<file path="src/rtl/mcvl_pkg.sv">
// Shared types, codes and constants of the first-visit Monte Carlo value learner.
package mcvl_pkg;

    localparam int STATE_COUNT_DEF  = 1024;
    localparam int ACTION_COUNT_DEF = 7;
    localparam int STEP_DEPTH_DEF   = 4096;

    localparam int STATE_W    = 10;
    localparam int ACTION_W   = 3;
    localparam int VALUE_W    = 32;
    localparam int SUM_W      = 48;
    localparam int COUNT_W    = 32;
    localparam int RATE_W     = 16;
    localparam int CFG_IDX_W  = 3;
    localparam int CFG_DATA_W = 32;

    localparam logic [RATE_W-1:0]         DISCOUNT_RST = 16'd65535;
    localparam logic [RATE_W-1:0]         START_RST    = 16'd6554;
    localparam logic [RATE_W-1:0]         FLOOR_RST    = 16'd655;
    localparam logic [RATE_W-1:0]         DECAY_RST    = 16'd65470;
    localparam logic signed [VALUE_W-1:0] BONUS_RST    = 32'sd3276800;

    typedef enum logic [1:0] {
        OP_SELECT = 2'd0,
        OP_RECORD = 2'd1,
        OP_END    = 2'd2,
        OP_START  = 2'd3
    } op_t;

    typedef enum logic [CFG_IDX_W-1:0] {
        CFG_DISCOUNT    = 3'd0,
        CFG_EXPL_START  = 3'd1,
        CFG_EXPL_FLOOR  = 3'd2,
        CFG_EXPL_DECAY  = 3'd3,
        CFG_WIN_BONUS   = 3'd4
    } cfg_idx_t;

    typedef enum logic [3:0] {
        ST_CLEAR,
        ST_IDLE,
        ST_SEL,
        ST_WALK_RD,
        ST_WALK_MUL,
        ST_WALK_G,
        ST_WALK_SUM,
        ST_WALK_DIV,
        ST_MARK_CLR,
        ST_DECAY,
        ST_RESP
    } fsm_state_t;

    typedef struct packed {
        op_t                        operation;
        logic [STATE_W-1:0]         state_index;
        logic [ACTION_W-1:0]        action_index;
        logic signed [VALUE_W-1:0]  reward_value;
        logic                       episode_won;
        logic [RATE_W-1:0]          random_fraction;
        logic [ACTION_W-1:0]        random_action;
    } in_item_t;

    typedef struct packed {
        logic [ACTION_W-1:0]        chosen_action;
        logic                       explored;
        logic signed [VALUE_W-1:0]  episode_return;
        logic [COUNT_W-1:0]         episodes_done;
        logic                       buffer_full;
    } out_item_t;

    typedef struct packed {
        logic [STATE_W-1:0]         st;
        logic [ACTION_W-1:0]        act;
        logic signed [VALUE_W-1:0]  rew;
    } step_rec_t;

    typedef struct packed {
        logic signed [VALUE_W-1:0]  value;
        logic signed [SUM_W-1:0]    sum;
        logic [COUNT_W-1:0]         count;
    } pair_word_t;

    typedef struct packed {
        logic                       start;
        logic signed [SUM_W-1:0]    dividend;
        logic [COUNT_W-1:0]         divisor;
    } div_req_t;

    typedef struct packed {
        logic                       busy;
        logic                       done;
        logic signed [VALUE_W-1:0]  quotient;
    } div_rsp_t;

endpackage

</file>
<file path="src/rtl/mcvl_div.sv">
// Radix-2 restoring divider: signed sum over unsigned count, truncated, saturated to 32 bits.
module mcvl_div (
    input  logic               aclk,
    input  logic               aresetn,
    input  mcvl_pkg::div_req_t req,
    output mcvl_pkg::div_rsp_t rsp
);

    localparam int SW = mcvl_pkg::SUM_W;
    localparam int CW = mcvl_pkg::COUNT_W;
    localparam int VW = mcvl_pkg::VALUE_W;
    localparam int NW = $clog2(SW);

    logic                 load_reg, run_reg, fin_reg, done_reg, busy_reg;
    logic [NW-1:0]        cnt_reg;
    logic signed [SW-1:0] raw_reg;
    logic                 neg_reg;
    logic [CW-1:0]        dvs_reg;
    logic [CW-1:0]        rem_reg;
    logic [SW-1:0]        quo_reg;
    logic signed [VW-1:0] q_reg;

    logic [CW:0]   rem_shift;
    logic          ge;
    logic [CW:0]   rem_sub;
    logic          pos_ovf, neg_ovf;
    logic [VW-1:0] q_sat;

    assign rem_shift = {rem_reg, quo_reg[SW-1]};
    assign ge        = rem_shift >= {1'b0, dvs_reg};
    assign rem_sub   = rem_shift - {1'b0, dvs_reg};

    // The magnitude of a negative quotient may reach 2^31 exactly.
    assign pos_ovf = |quo_reg[SW-1:VW-1];
    assign neg_ovf = (|quo_reg[SW-1:VW]) || (quo_reg[VW-1] && (|quo_reg[VW-2:0]));

    always_comb begin
        if (neg_reg) begin
            q_sat = neg_ovf ? {1'b1, {(VW-1){1'b0}}} : (~quo_reg[VW-1:0] + 1'b1);
        end else begin
            q_sat = pos_ovf ? {1'b0, {(VW-1){1'b1}}} : quo_reg[VW-1:0];
        end
    end

    always_ff @(posedge aclk) begin
        if (!aresetn) begin
            load_reg <= 1'b0;
            run_reg  <= 1'b0;
            fin_reg  <= 1'b0;
            done_reg <= 1'b0;
            busy_reg <= 1'b0;
            cnt_reg  <= '0;
        end else begin
            done_reg <= 1'b0;
            if (req.start) begin
                load_reg <= 1'b1;
                busy_reg <= 1'b1;
            end
            if (load_reg) begin
                load_reg <= 1'b0;
                run_reg  <= 1'b1;
                cnt_reg  <= NW'(SW - 1);
            end
            if (run_reg) begin
                cnt_reg <= cnt_reg - 1'b1;
                if (cnt_reg == '0) begin
                    run_reg <= 1'b0;
                    fin_reg <= 1'b1;
                end
            end
            if (fin_reg) begin
                fin_reg  <= 1'b0;
                done_reg <= 1'b1;
                busy_reg <= 1'b0;
            end
        end
    end

    always_ff @(posedge aclk) begin
        if (req.start) begin
            raw_reg <= req.dividend;
            dvs_reg <= req.divisor;
        end
        if (load_reg) begin
            neg_reg <= raw_reg[SW-1];
            quo_reg <= raw_reg[SW-1] ? (~raw_reg + 1'b1) : raw_reg;
            rem_reg <= '0;
        end
        if (run_reg) begin
            rem_reg <= ge ? rem_sub[CW-1:0] : rem_shift[CW-1:0];
            quo_reg <= {quo_reg[SW-2:0], ge};
        end
        if (fin_reg) begin
            q_reg <= q_sat;
        end
    end

    assign rsp.busy     = busy_reg;
    assign rsp.done     = done_reg;
    assign rsp.quotient = q_reg;

endmodule

</file>
<file path="config.mk">
export PLATFORM = sky130hd
export DESIGN_NAME = mcvl_div
export DESIGN_NICKNAME = d
export VERILOG_FILES = /design/src/rtl/mcvl_pkg.sv /design/src/rtl/mcvl_div.sv
export SDC_FILE = /design/constraint.sdc
export NUM_CORES = 1
export LEC_CHECK = 0
export ABC_CLOCK_PERIOD_IN_PS = 4800
export BUFFER_PORTS_ARGS = -buffer_cell sky130_fd_sc_hd__buf_2
export CAP_MARGIN = 10
export CORE_MARGIN = 1.5
export CORE_UTILIZATION = 40
export CTS_CLUSTER_SIZE = 30
export DETAILED_ROUTE_END_ITERATION = 16
export PLACE_DENSITY = 0.69
export SKIP_CTS_REPAIR_TIMING = 1
export SYNTH_ARGS = -nofsm -noshare
export SYNTH_HDL_FRONTEND = slang
export SYNTH_SLANG_ARGS = --single-unit
</file>
<file path="constraint.sdc">
create_clock -name aclk -period 4.8 [get_ports aclk]
set_clock_uncertainty 0.2 [all_clocks]
set_input_delay 0.24 -clock aclk [delete_from_list [all_inputs] [get_ports aclk]]
set_output_delay 0.24 -clock aclk [all_outputs]
set_load 0.05 [all_outputs]
</file>
Word-level counts from Yosys, hierarchy flattened
Cells that the tools add are included.
- div/mod/pow operators: 0
- mux-type cells: 17
- multiply operators: 0
- reductions and logical operators: 10
- bitwise gates (word level): 4
- equality and inequality tests: 0
- shift operators: 0
- $lt $le $gt $ge: 1
- add/subtract/negate cells: 4
- operators by type and width (operator ; number):
    32-bit 2-to-1 mux ; 6
    48-bit 2-to-1 mux ; 3
    48-bit by 1-bit adder with 48-bit output, second input constant ; 1
    48-bit inverter ; 1
    33-bit by 32-bit greater-or-equal comparator with 1-bit output ; 1
    32-bit by 1-bit adder with 32-bit output, second input constant ; 1
    32-bit inverter ; 1
    32-bit subtractor ; 1
    31-bit OR reduction ; 1
    17-bit OR reduction ; 1
    16-bit OR reduction ; 1
    6-bit 2-to-1 mux ; 2
    6-bit zero test ; 1
    1-bit 2-to-1 mux ; 6
    6-bit by 1-bit subtractor with 6-bit output, second input constant ; 1
    2-bit OR reduction ; 2
    3-bit OR reduction ; 1
    1-bit inverter ; 2
    2-bit nonzero test ; 1
    1-bit logical AND ; 1
    1-bit logical OR ; 1
- flip-flop bits (word level): 204
- word-level logic and storage cells: 48
- RAM bits: 0
- memories: 0
- memory bits (read-only): 0
- latch bits: 0
- output and inout bits: 34

Longest topological paths before layout
Gate-level depths: netlist of run 1.
- word-level depth: 5
- mapped depth: 14
- mapped depth without buffers: 12

Worst setup path after synthesis of run 1
Ideal clock, no wire load.
- kind: register to register
- start point: register run_reg
- end point: register cnt_reg[3]
- clock period less this slack: 3684 ps
- setup time: 58 ps
- setup slack: 1116 ps
- required time: 4542 ps
- arrival time: 3425 ps
- cell stages (with the launch flop): 6
- cell sequence: dfxtp_1 clkbuf_1 or2_2 clkbuf_1 a21boi_0 o221a_2
- longest elaborated chain between the ends: 1
- elaborated cells between the ends (all ways): 2
- those cells by class: mux (1); reduce/logical (1)
- ends and longest elaborated chain (what ; line ; text):
    from (decl) ; mcvl_div.sv:14 ; logic load_reg, run_reg, fin_reg, done_reg, busy_reg;
    from (signal assigned) ; mcvl_div.sv:48 ; run_reg <= 1'b0;
    from (signal assigned) ; mcvl_div.sv:61 ; run_reg <= 1'b1;
    from (signal assigned) ; mcvl_div.sv:67 ; run_reg <= 1'b0;
    6-bit 2-to-1 mux or 2-bit nonzero test (tied branches) ; - ;
    to (signal assigned) ; mcvl_div.sv:62 ; cnt_reg <= NW'(SW - 1);
    to (signal assigned) ; mcvl_div.sv:65 ; cnt_reg <= cnt_reg - 1'b1;
    to (decl) ; mcvl_div.sv:15 ; logic [NW-1:0] cnt_reg;
Several ways; a longest one is shown, not always the timed one.
A chain may end at the register's enable or synchronous reset.

Final worst setup path of run 1
- start point: register rem_reg[8]
- end point: register rem_reg[28] (data pin)
- longest elaborated chain between the ends: 3
- elaborated cells between the ends (all ways): 4
- those cells by class: add/sub (1); order compare (1); mux (2)
- ends and longest elaborated chain (what ; line ; text):
    from (decl) ; mcvl_div.sv:19 ; logic [CW-1:0] rem_reg;
    from (signal assigned) ; mcvl_div.sv:90 ; rem_reg <= ge ? rem_sub[CW-1:0] : rem_shift[CW-1:0];
    32-bit subtractor or 33-bit by 32-bit greater-or-equal comparator with 1-bit output (tied branches) ; mcvl_div.sv:31, mcvl_div.sv:30 ;
    32-bit 2-to-1 mux (*) ; mcvl_div.sv:90 ;
    32-bit 2-to-1 mux (*) ; mcvl_div.sv:89 ; if (run_reg) begin
Mark *: on every way between the ends. The rest lies on a longest branch, timed or not.

==> impl_results.md, run 1 <==
* Cell area after synthesis at 11,200 um^2
* Least-Margin Pin Slew at 0.913 ns
* Antenna Diode Count at 0
* Gate count of the mapped netlist at 1,035
* Worst-case headroom to the max-slew limit at 0.391
* Wire length of the first global-routing pass at 39,100 um
* Maximum fanout count along the critical path at 27
* Syn-to-layout area delta at 23.8%
* Cell Int Power at 3860 uW
* Highest attainable clock frequency at 0.271 GHz
* Final TNS setup at 0 ns
* Critical path launch point type: register
* Clock root buffer master: sky130_fd_sc_hd__clkbuf_16
* Clk network pwr share at 0.394
* CP Class: reg2reg
* Number of enable flip-flop cells after synthesis at 193
* Largest net degree at the start of global routing at 67
* Start of the worst register-to-register path: rem_reg[8]
* Clock-pin slew on the worst setup and hold paths at 0.06 ns
* Static Leakage at 0.00534 uW
* Number of rows in the core area at 61
* Drt first pass iters at 5
* Required time at the endpoint of the critical path at 4.96 ns
* Vias per cell at 5.26
* Endpoint type of the worst setup path: register
* Clock tree from TritonCTS: done
* RSZ-0062 raised after global routing: false
* Overall die height at 170 um
* 1st-iter DRT viols at 650
* Endpoints failing setup at 0
* Filler-free cell count of the finished design at 1,615
* DP Wirelength at 17,500 um
* Run status: finished clean
* Detailed-route DRC error count at 0
* Placed Instances at 1,490
* Endpoint arrival time on the critical path at 3.85 ns
* Sequential group share of total power at 0.436
* Vias at 8,492
* Critical Path End: rem_reg[28]
* Fraction of layout instances using a drive strength above 1 at 0.161
* Number of global-route vias before repair at 7,555
* Maximum buffer depth of the clock tree at 3
* Fraction of power spent switching nets at 0.265
* Total congestion overflow at 0
* Worst IR Drop VDD at 0.000257 V
* Reg-to-reg endpoint: rem_reg[28]
* Number of port buffers at 116
* Number of unique standard cell types used by synthesis at 79
* Power share of the combinational group at 0.170
* Total number of clock tree sinks at 204
* Warning count from the yosys run at 0
* Die area at 29,000 um^2
* Antenna violations before repair at 0
* First element of the critical path: rem_reg[8]
* P per Cell Area at 378 nW/um^2
* Area used by multi-input combinational logic at 4790 um^2
* Number of nets in the finished design at 1,339
* Worst hold-check path type: in2reg
* Wire per inst at 15.8 um
* Fraction of the cycle the final worst path needs at 0.769
* I/O pin total at 117
* CORE AREA at 27,600 um^2
* Final critical-path required period at 3.69 ns
* Number of nets with antenna violations after routing at 0
* Count of state elements after synthesis at 204
* Switching power summed over all nets at 1390 uW
* Die span in x at 170 um
* Number of endpoints with negative hold slack in the final report at 0
* Fraction of registers with async set or reset after synthesis at 0
* Sequential share of the synthesized area at 0.537
* Mean Syn Cell Area at 10.8 um^2
* Reported max-cap violation count at 0
* Filler cell count at 2,506
* Depth of the most critical reg-to-reg path at 11
* Count of final max-slew check failures at 0
* DRT Wirelength at 25,600 um
* Sequential cell area in the final layout at 6020 um^2
* Dominant synthesized flop cell: sky130_fd_sc_hd__edfxtp_1
* Total routing usage reported by global routing at 0.169
* Clock insertion delay at the later pin of the skew report at 0.52 ns
* Number of buffers inserted during clock tree synthesis at 24
* Effective utilization at floorplan at 0.405
* Depth of the CTS H-tree at 1
* Mapped Nets at 1,155
* Setup slack, reg-to-reg at 1.11 ns
* Placer's final routability congestion estimate at 0.901
==> stage by stage <==
stage	hold slack (ns)	worst slack [ns]	total power, uW	instance area, um^2	utilization
final	0.0798	1.11	5250	13900	0.502
after global routing	0.0902	0.945	5490	13900	0.502
after CTS	-0.330	1.16	5230	13100	0.472
after detailed placement	0.218	1.16	3150	12100	0.440
after global placement	0.216	1.28	3130	12100	0.440
after floorplan	0.139	1.12	2910	11200	-
==> worst min-delay path by stage <==
stage	start	to	slack [ns]	cells past startpoint
after floorplan	req[0]	dvs_reg[0]	0.14	0
after global placement	req[13]	dvs_reg[13]	0.22	1
after detailed placement	req[28]	dvs_reg[28]	0.22	1
after CTS	req[3]	dvs_reg[3]	-0.33	1
after global routing	req[80]	dvs_reg[17]	0.09	1
final	req[80]	dvs_reg[24]	0.08	1
==> power by group through the flow <==
stage	Combinational (uW)	Sequential [uW]	Clock [uW]
floorplan	628	2290	0
finish	891	2290	2070
global placement	820	2310	0
CTS	840	2280	2110
detailed placement	835	2320	0
global route	996	2310	2190
==> worst max-delay path: stages (launching register included) <==
cell                       delay, ns
sky130_fd_sc_hd__edfxtp_1       0.41
sky130_fd_sc_hd__ha_1           0.42
sky130_fd_sc_hd__nand3_1        0.15
sky130_fd_sc_hd__o22ai_1        0.25
sky130_fd_sc_hd__a311oi_1       0.13
sky130_fd_sc_hd__o221a_2        0.33
sky130_fd_sc_hd__o21ba_2        0.25
sky130_fd_sc_hd__o21a_1         0.22
sky130_fd_sc_hd__o21ai_4        0.45
sky130_fd_sc_hd__buf_12         0.28
sky130_fd_sc_hd__nand2_1        0.18
sky130_fd_sc_hd__o22ai_1        0.26
==> routing by layer <==
layer | wire length, um | share of wire | track usage
met1 | 11900 | 0.46 | 0.232
met4 | 601 | 0.023 | 0.0500
met5 | 0 | 0 | 0
met3 | 1420 | 0.055 | 0.0340
met2 | 11700 | 0.46 | 0.269
==> area by class of cell <==
| cell class | count | area share |
|---|---|---|
| clock buffer | 29 | 0.0484 |
| clock inverter | 15 | 0.0171 |
| inverter | 55 | 0.0149 |
| multi-input combinational | 728 | 0.345 |
| sequential | 204 | 0.434 |
| tap | 378 | 0.0341 |
| timing repair buffer | 206 | 0.106 |
==> cells in the mapped netlist, types with 7 or more instances <==
| cell | number | area share |
|---|---|---|
| sky130_fd_sc_hd__o21ai_1 | 7 | 0.0031 |
| sky130_fd_sc_hd__a21oi_1 | 44 | 0.020 |
| sky130_fd_sc_hd__nand2b_1 | 7 | 0.0039 |
| sky130_fd_sc_hd__nor2_1 | 79 | 0.026 |
| sky130_fd_sc_hd__nor2b_1 | 9 | 0.0050 |
| sky130_fd_sc_hd__nand3_1 | 15 | 0.0067 |
| sky130_fd_sc_hd__or3_1 | 17 | 0.0095 |
| sky130_fd_sc_hd__edfxtp_1 | 193 | 0.52 |
| sky130_fd_sc_hd__nor3_1 | 18 | 0.0080 |
| sky130_fd_sc_hd__dfxtp_1 | 11 | 0.020 |
| sky130_fd_sc_hd__o31ai_1 | 14 | 0.0094 |
| sky130_fd_sc_hd__clkbuf_1 | 39 | 0.013 |
| sky130_fd_sc_hd__nand4_1 | 10 | 0.0056 |
| sky130_fd_sc_hd__nand2_1 | 118 | 0.040 |
| sky130_fd_sc_hd__a31oi_1 | 9 | 0.0050 |
| sky130_fd_sc_hd__xor2_1 | 48 | 0.038 |
| sky130_fd_sc_hd__a21o_1 | 13 | 0.0087 |
| sky130_fd_sc_hd__nor4_1 | 10 | 0.0056 |
| sky130_fd_sc_hd__o21a_1 | 8 | 0.0054 |
| sky130_fd_sc_hd__or4_1 | 7 | 0.0047 |
| sky130_fd_sc_hd__ha_1 | 36 | 0.040 |
| sky130_fd_sc_hd__o311ai_0 | 16 | 0.013 |
| sky130_fd_sc_hd__inv_1 | 55 | 0.018 |
| sky130_fd_sc_hd__mux2i_1 | 25 | 0.022 |
| sky130_fd_sc_hd__o22ai_1 | 7 | 0.0039 |
| sky130_fd_sc_hd__o21ai_0 | 87 | 0.039 |
| sky130_fd_sc_hd__xnor2_1 | 29 | 0.023 |
| sky130_fd_sc_hd__o41ai_1 | 7 | 0.0055 |
==> kinds of logic (layout without fill, tap and decap cells) <==
family	count (synthesis)	in the layout	share of synthesized area
buffers and inverters	103	305	0.0364
xor gates and xnor gates	77	77	0.0602
adders and majority gates	37	37	0.0420
AOI/OAI and AO/OA	254	254	0.148
muxes	28	28	0.0254
DFF	204	204	0.537
and+or+nand+nor	332	332	0.151
==> cells in the final DEF (no fill, tap or decap), types with 8 or more instances in the layout <==
cell type / n
sky130_fd_sc_hd__o21ai_0: 87
sky130_fd_sc_hd__clkbuf_16: 25
sky130_fd_sc_hd__a21o_1: 13
sky130_fd_sc_hd__nand3_1: 15
sky130_fd_sc_hd__o31ai_1: 14
sky130_fd_sc_hd__a21oi_1: 44
sky130_fd_sc_hd__nor4_1: 10
sky130_fd_sc_hd__nand2_1: 118
sky130_fd_sc_hd__o311ai_0: 16
sky130_fd_sc_hd__nor2_1: 79
sky130_fd_sc_hd__nor2b_1: 9
sky130_fd_sc_hd__dlygate4sd3_1: 81
sky130_fd_sc_hd__nand4_1: 10
sky130_fd_sc_hd__mux2i_1: 25
sky130_fd_sc_hd__ha_1: 36
sky130_fd_sc_hd__nor3_1: 18
sky130_fd_sc_hd__xor2_1: 48
sky130_fd_sc_hd__inv_1: 55
sky130_fd_sc_hd__xnor2_1: 29
sky130_fd_sc_hd__buf_4: 9
sky130_fd_sc_hd__buf_2: 115
sky130_fd_sc_hd__edfxtp_1: 193
sky130_fd_sc_hd__a31oi_1: 9
sky130_fd_sc_hd__or3_1: 17
sky130_fd_sc_hd__dfxtp_1: 10
sky130_fd_sc_hd__o21a_1: 8
Power figures use the tool's default switching activity.
==> run 2, diff against run 1 <==
- ABC_CLOCK_PERIOD_IN_PS: 4800 -> 3650
- clock period: 4.8 -> 3.65 ns (I/O delays scaled with it)
==> run 2 against run 1 <==
- the flow now finishes with violations (hold timing)
- core utilization is 0.58 points lower
- maximum frequency up 8.3%
- non-clock buffer count rose by 7
- combinational power rose by 35%
- count of clock-buffer cells in the layout fell by 2
- die area stayed put
- critical endpoint is now rem_reg[6]
==> impl_results.md, run 2 (same netlist as run 1, synthesis figures left out) <==
* Drt first pass iters at 7 (+2)
* Largest net degree at the start of global routing at 99 (+48%)
* CP Class: reg2reg
* Worst-case headroom to the max-slew limit at 0.376 (-0.0158)
* DRT Wirelength at 25,400 um (-0.57%)
* Fraction of layout instances using a drive strength above 1 at 0.160 (-0.00107)
* Reported max-cap violation count at 0 (unchanged)
* Endpoint arrival time on the critical path at 3.44 ns (-0.41 ns)
* Endpoint type of the worst setup path: register
* Clock root buffer master: sky130_fd_sc_hd__clkbuf_16
* Number of buffers inserted during clock tree synthesis at 23 (-4.2%)
* Number of nets with antenna violations after routing at 0 (unchanged)
* Number of global-route vias before repair at 7,692 (+1.8%)
* Cell Chain, Critical Path: ha_1 > nand3_1 > o22ai_1 > a311oi_1 > o221a_2 > o21ba_2 > o21a_1 > o21ai_4 > buf_12 > mux2i_1 > nor2_1
* Number of port buffers at 116 (unchanged)
* P per Cell Area at 462 nW/um^2 (+22%)
* Syn-to-layout area delta at 22.4%
* Highest attainable clock frequency at 0.293 GHz (+8.3%)
* RSZ-0062 raised after global routing: false
* Vias per cell at 5.22 (-0.70%)
* Wire per inst at 15.7 um (-0.75%)
* Required time at the endpoint of the critical path at 3.69 ns (-1.27 ns)
* Total congestion overflow at 0 (unchanged)
* Number of endpoints with negative hold slack in the final report at 12 (+12)
* Buffers plus inverters on the worst setup path at 1 (unchanged)
* Vias at 8,448 (-0.52%)
* DP Wirelength at 17,600 um (+0.79%)
* Number of rows in the core area at 61 (unchanged)
* Die area at 29,000 um^2 (unchanged)
* Depth of the CTS H-tree at 1 (unchanged)
* Overall die height at 170 um (unchanged)
* Worst hold margin at -0.00760 ns (-0.0874 ns)
* Fraction of the cycle the final worst path needs at 0.934 (+0.165)
* Final critical-path required period at 3.41 ns (-0.282 ns)
* Clock insertion delay at the later pin of the skew report at 0.51 ns (about the same)
* Placer's final routability congestion estimate at 0.872 (-3.1%)
* Maximum buffer depth of the clock tree at 3 (unchanged)
* Worst stage delay on the critical path at 0.42 ns (-0.03 ns)
* Effective utilization at floorplan at 0.405 (unchanged)
* I/O pin total at 117 (unchanged)
* Total routing usage reported by global routing at 0.170 (+0.00172)
* Static Leakage at 0.00527 uW (-1.3%)
* CORE AREA at 27,600 um^2 (unchanged)
* Detailed-route DRC error count at 0 (unchanged)
* Worst hold-check path type: in2reg
* Run status: finished, violations left
* Antenna violations before repair at 0 (unchanged)
* Most common cell after layout, fill and taps aside: sky130_fd_sc_hd__edfxtp_1
* Count of final max-slew check failures at 0 (unchanged)
* Worst IR Drop VDD at 0.000334 V (+30%)
* Endpoints failing setup at 0 (unchanged)
* Failing checks: hold timing
* 1st-iter DRT viols at 657 (+1.1%)
* Critical path launch point type: register
* Clock-pin slew on the worst setup and hold paths at 0.06 ns (about the same)
* Least-Margin Pin Slew at 0.937 ns (+0.0237 ns)
* Final TNS setup at 0 ns (unchanged)
* Most frequent cells in the layout: sky130_fd_sc_hd__edfxtp_1 (193), sky130_fd_sc_hd__nand2_1 (117), sky130_fd_sc_hd__buf_2 (115)
* Family with the most delay on the worst path: compound AO/OA/AOI/OAI gates
* Wire length of the first global-routing pass at 39,800 um (+1.8%)
* Die span in x at 170 um (unchanged)
* Standard cell with the maximum stage delay on the critical path: sky130_fd_sc_hd__edfxtp_1
* Clock tree from TritonCTS: done
* Number of nets in the finished design at 1,345 (+0.45%)
* Maximum fanout count along the critical path at 29 (+7.4%)
* Total number of clock tree sinks at 204 (unchanged)
## run 2: changes by cell type in the layout (fill, tap and decap cells not counted), sizes merged
cell,change
clkinv,+3
bufinv,-5
diode,+1
buf,+7
clkinvlp,-1
clkbuf,-2
## run 2: metal layers
metal	GRT usage	routed length, um	vias up
met5	0	0	-
met4	0.0481	650	0
met3	0.0291	1110	42
met2	0.278	11900	210
met1	0.234	11800	3972
li1	-	-	4224
## run 2: power by group
group          internal (uW)  total [uW]  switching, uW
Sequential              2820        2990            177
Clock                   1230        2150            921
Combinational            527        1200            668
## run 2: final timing paths
check / start / end / slack, ns / cells past startpoint
worst max register to register: rem_reg[7] / rem_reg[6] / 0.24 / 11
worst min-delay path: req[80] / dvs_reg[13] / -0.008 / 1
worst max-delay path: rem_reg[7] / rem_reg[6] / 0.24 / 11
worst min register to register: busy_reg / busy_reg / 0.27 / 2
## run 2: area by class of cell
| cell class | instances | area (um^2) |
|---|---|---|
| inverter | 55 | 206 |
| tap | 378 | 473 |
| clock buffer | 27 | 591 |
| timing repair buffer | 213 | 1530 |
| antenna | 1 | 2.50 |
| clock inverter | 12 | 96.3 |
| sequential | 204 | 6020 |
| multi-input combinational | 728 | 4790 |
| fill | 2524 | 13900 |
## run 2: per-stage QoR
stage / instance area (um^2) / util / worst slack (ns) / instances / total power [uW]
global placement: 12200 / 0.441 / 0.248 / 1497 / 4130
global route: 13700 / 0.496 / 0.0284 / 1617 / 6660
detailed placement: 12200 / 0.441 / 0.171 / 1497 / 4160
floorplan: 11200 / - / 0.492 / 1035 / 3830
CTS: 12900 / 0.466 / 0.170 / 1536 / 6320
finish: 13700 / 0.496 / 0.242 / 1618 / 6340
==> run 3, diff against run 2 <==
- ABC_AREA: default -> 1
- PLACE_DENSITY: 0.69 -> 0.68
==> run 3 against run 2 <==
- the flow now finishes without violations
- largest power group unchanged
- highest routed layer unchanged
- design area increased by 15%
- core utilization shrank 1.1 points
- first-iteration DRC count is 57% higher
- largest cell class unchanged
- critical path type unchanged
==> impl_results.md, run 3 <==
* Syn-to-layout area delta at 20.1%
* Fraction of the cycle the final worst path needs at 0.765 (-0.169)
* Warning count from the yosys run at 0 (unchanged)
* Largest cells by area after synthesis: sky130_fd_sc_hd__edfxtp_1 (44%), sky130_fd_sc_hd__nand2_1 (14%), sky130_fd_sc_hd__inv_1 (7.7%), sky130_fd_sc_hd__nor2_1 (6.2%), sky130_fd_sc_hd__nand3_1 (4.8%)
* Fraction of layout instances using a drive strength above 1 at 0.110 (-0.0494)
* Largest net degree at the start of global routing at 60 (-39%)
* Number of buffers inserted during clock tree synthesis at 25 (+8.7%)
* Clock tree from TritonCTS: done
* Required time at the endpoint of the critical path at 3.84 ns (+0.15 ns)
* P per Cell Area at 436 nW/um^2 (-5.6%)
* Clock-pin slew on the worst setup and hold paths at 0.06 ns (about the same)
* Dominant synthesized flop cell: sky130_fd_sc_hd__edfxtp_1
* Detailed-route DRC error count at 0 (unchanged)
* CORE AREA at 32,400 um^2 (+17%)
* Endpoints failing setup at 0 (unchanged)
* Most frequent cells in the layout: sky130_fd_sc_hd__nand2_1 (492), sky130_fd_sc_hd__inv_1 (267), sky130_fd_sc_hd__nor2_1 (217)
* Wire per inst at 15.5 um (-1.2%)
* Placer's final routability congestion estimate at 0.917 (+5.1%)
* Final critical-path required period at 2.79 ns (-0.617 ns)
* Util after Layout at 0.485 (-0.0109)
* Setup slack, reg-to-reg at 0.86 ns (+0.62 ns)
* Hold depth at 2 (+1)
* Worst hold margin at 0.122 ns (+0.130 ns)
* Most common cell after layout, fill and taps aside: sky130_fd_sc_hd__nand2_1
* Count of final max-slew check failures at 0 (unchanged)
* Wire length of the first global-routing pass at 56,700 um (+42%)
* Most frequent cell after synthesis: sky130_fd_sc_hd__nand2_1
* Yosys top cell by area: sky130_fd_sc_hd__edfxtp_1
* Depth of the CTS H-tree at 1 (unchanged)
* Filler cell count at 3,196 (+27%)
* CP Class: reg2reg
* Count of state elements after synthesis at 204 (unchanged)
* Mapped Nets at 1,830 (+58%)
* Sequential share of the synthesized area at 0.460 (-0.0775)
* Endpoint type of the worst setup path: register
* Endpoint, Worst Hold: raw_reg[40]
* Maximum fanout count along the critical path at 13 (-55%)
* Final TNS setup at 0 ns (unchanged)
* Worst hold-check path type: in2reg
* Number of nets with antenna violations after routing at 0 (unchanged)
* Worst IR Drop VDD at 0.000440 V (+32%)
* Clock insertion delay at the later pin of the skew report at 0.56 ns (+0.05 ns)
* Fraction of registers with async set or reset after synthesis at 0 (unchanged)
* DP Wirelength at 27,400 um (+56%)
* Antenna Diode Count at 0 (-1)
* Effective utilization at floorplan at 0.404 (-0.00107)
* Overall die height at 184 um (+8.0%)
* Vias per cell at 4.96 (-4.9%)
* Total congestion overflow at 0 (unchanged)
* Fraction of synthesized cell area taken by the top area cell type at 0.443 (-0.0747)
* Least-Margin Pin Slew at 0.891 ns (-0.0462 ns)
* Number of global-route vias before repair at 10,800 (+41%)
* Worst Hold Launch: req[72]
* Cell area after synthesis at 13,100 um^2 (+17%)
* Endpoint arrival time on the critical path at 2.98 ns (-0.46 ns)
* Number of endpoints with negative hold slack in the final report at 0 (-12)
* Total number of clock tree sinks at 204 (unchanged)
* Vias at 11,800 (+39%)
* Number of unique standard cell types used by synthesis at 48 (-39%)
* Number of nets in the finished design at 2,030 (+51%)
* Worst-case headroom to the max-slew limit at 0.405 (+0.0300)
* Number of enable flip-flop cells after synthesis at 193 (unchanged)
* Maximum buffer depth of the clock tree at 3 (unchanged)
* Die span in x at 184 um (+8.0%)
* Depth of the most critical reg-to-reg path at 11 (unchanged)
* Clock root buffer master: sky130_fd_sc_hd__clkbuf_16
* Drt first pass iters at 6 (-1)
* Start of the worst register-to-register path: rem_reg[25]
* Gate count of the mapped netlist at 1,710 (+65%)
* Antenna violations before repair at 0 (unchanged)
* I/O pin total at 117 (unchanged)
* Number of port buffers at 116 (unchanged)
* Number of rows in the core area at 66 (+8.2%)
* Die area at 33,800 um^2 (+17%)
* DRT Wirelength at 36,800 um (+45%)
* Highest attainable clock frequency at 0.358 GHz (+22%)
* Critical path launch point type: register
* Run status: finished clean
* Reported max-cap violation count at 0 (unchanged)
* Static Leakage at 0.00718 uW (+36%)
* RSZ-0062 raised after global routing: false
* Total routing usage reported by global routing at 0.213 (+0.0426)
* Mean Syn Cell Area at 7.65 um^2 (-29%)
* Reg-to-reg endpoint: rem_reg[10]
* Most common library cells after synthesis: sky130_fd_sc_hd__nand2_1 (492), sky130_fd_sc_hd__inv_1 (268), sky130_fd_sc_hd__nor2_1 (217), sky130_fd_sc_hd__edfxtp_1 (193), sky130_fd_sc_hd__nand3_1 (125)
* 1st-iter DRT viols at 1,032 (+57%)
run 3: changes by cell type in the layout (fill, tap and decap cells not counted), sizes merged, moves of 13 or more:
cell / delta
nand3b: +16
nand3: +114
o31ai: -14
nor2: +151
o21ai: +20
mux2i: -25
or3: -19
xnor2: -24
nand4: +24
inv: +224
nand2: +381
a21o: -13
o311ai: -17
run 3: metal layers:
metal	vias up	GRT usage	share of wire
met2	406	0.334	0.45
met4	0	0.0643	0.022
li1	5933	-	-
met3	57	0.0267	0.068
met5	-	0	0
met1	5372	0.307	0.46
run 3: worst max path at each step:
stage / startpoint / endpoint / slack, ns / cells after the start
after floorplan: run_reg / quo_reg[0] / 0.99 / 2
after detailed placement: rem_reg[16] / rem_reg[21] / 0.88 / 12
final: rem_reg[25] / rem_reg[10] / 0.86 / 11
after CTS: rem_reg[25] / rem_reg[11] / 0.85 / 11
after global routing: rem_reg[25] / rem_reg[7] / 0.61 / 11
after global placement: rem_reg[16] / rem_reg[21] / 0.94 / 12
run 3: per-stage QoR:
stage | power (uW) | instances | setup WS [ns] | area (um^2)
finish | 6850 | 2371 | 0.859 | 15700
global route | 7230 | 2371 | 0.614 | 15700
CTS | 6830 | 2288 | 0.848 | 14900
detailed placement | 4430 | 2242 | 0.884 | 14100
global placement | 4410 | 2242 | 0.944 | 14100
floorplan | 4010 | 1710 | 0.990 | 13100
run 3: kinds of logic after synthesis:
logic type	count (synthesis)	share of synthesized area
AND/OR/NAND/NOR	949	0.312
buffers and inverters	318	0.0985
flip-flops	204	0.460
AO/OA/AOI/OAI	157	0.0636
XOR/XNOR	45	0.0301
adder cells (fa/ha/maj)	37	0.0360
run 3: power breakdown:
group / internal (uW) / total, uW / leakage, uW / switching, uW
Sequential: 2810 / 2960 / 0.00194 / 157
Combinational: 524 / 1510 / 0.00485 / 986
Clock: 1380 / 2380 / 0.000382 / 1000
Total: 4710 / 6850 / 0.00718 / 2140
run 3: area by class of cell:
type | instances | area [um^2] | area share
clock buffer | 33 | 676 | 0.0430
clock inverter | 13 | 109 | 0.00693
inverter | 279 | 1050 | 0.0668
multi-input combinational | 1188 | 5780 | 0.368
sequential | 204 | 6020 | 0.383
tap | 442 | 553 | 0.0352
timing repair buffer | 212 | 1520 | 0.0970
run 3: critical path: stages (launching register included):
cell	delay, ns
sky130_fd_sc_hd__edfxtp_1	0.40
sky130_fd_sc_hd__ha_1	0.36
sky130_fd_sc_hd__a21oi_1	0.27
sky130_fd_sc_hd__nor2_1	0.07
sky130_fd_sc_hd__nor2_1	0.15
sky130_fd_sc_hd__inv_1	0.06
sky130_fd_sc_hd__nand2_1	0.09
sky130_fd_sc_hd__nand4_1	0.11
sky130_fd_sc_hd__nor2_2	0.41
sky130_fd_sc_hd__buf_4	0.30
sky130_fd_sc_hd__nor2_1	0.06
sky130_fd_sc_hd__nor2_1	0.13
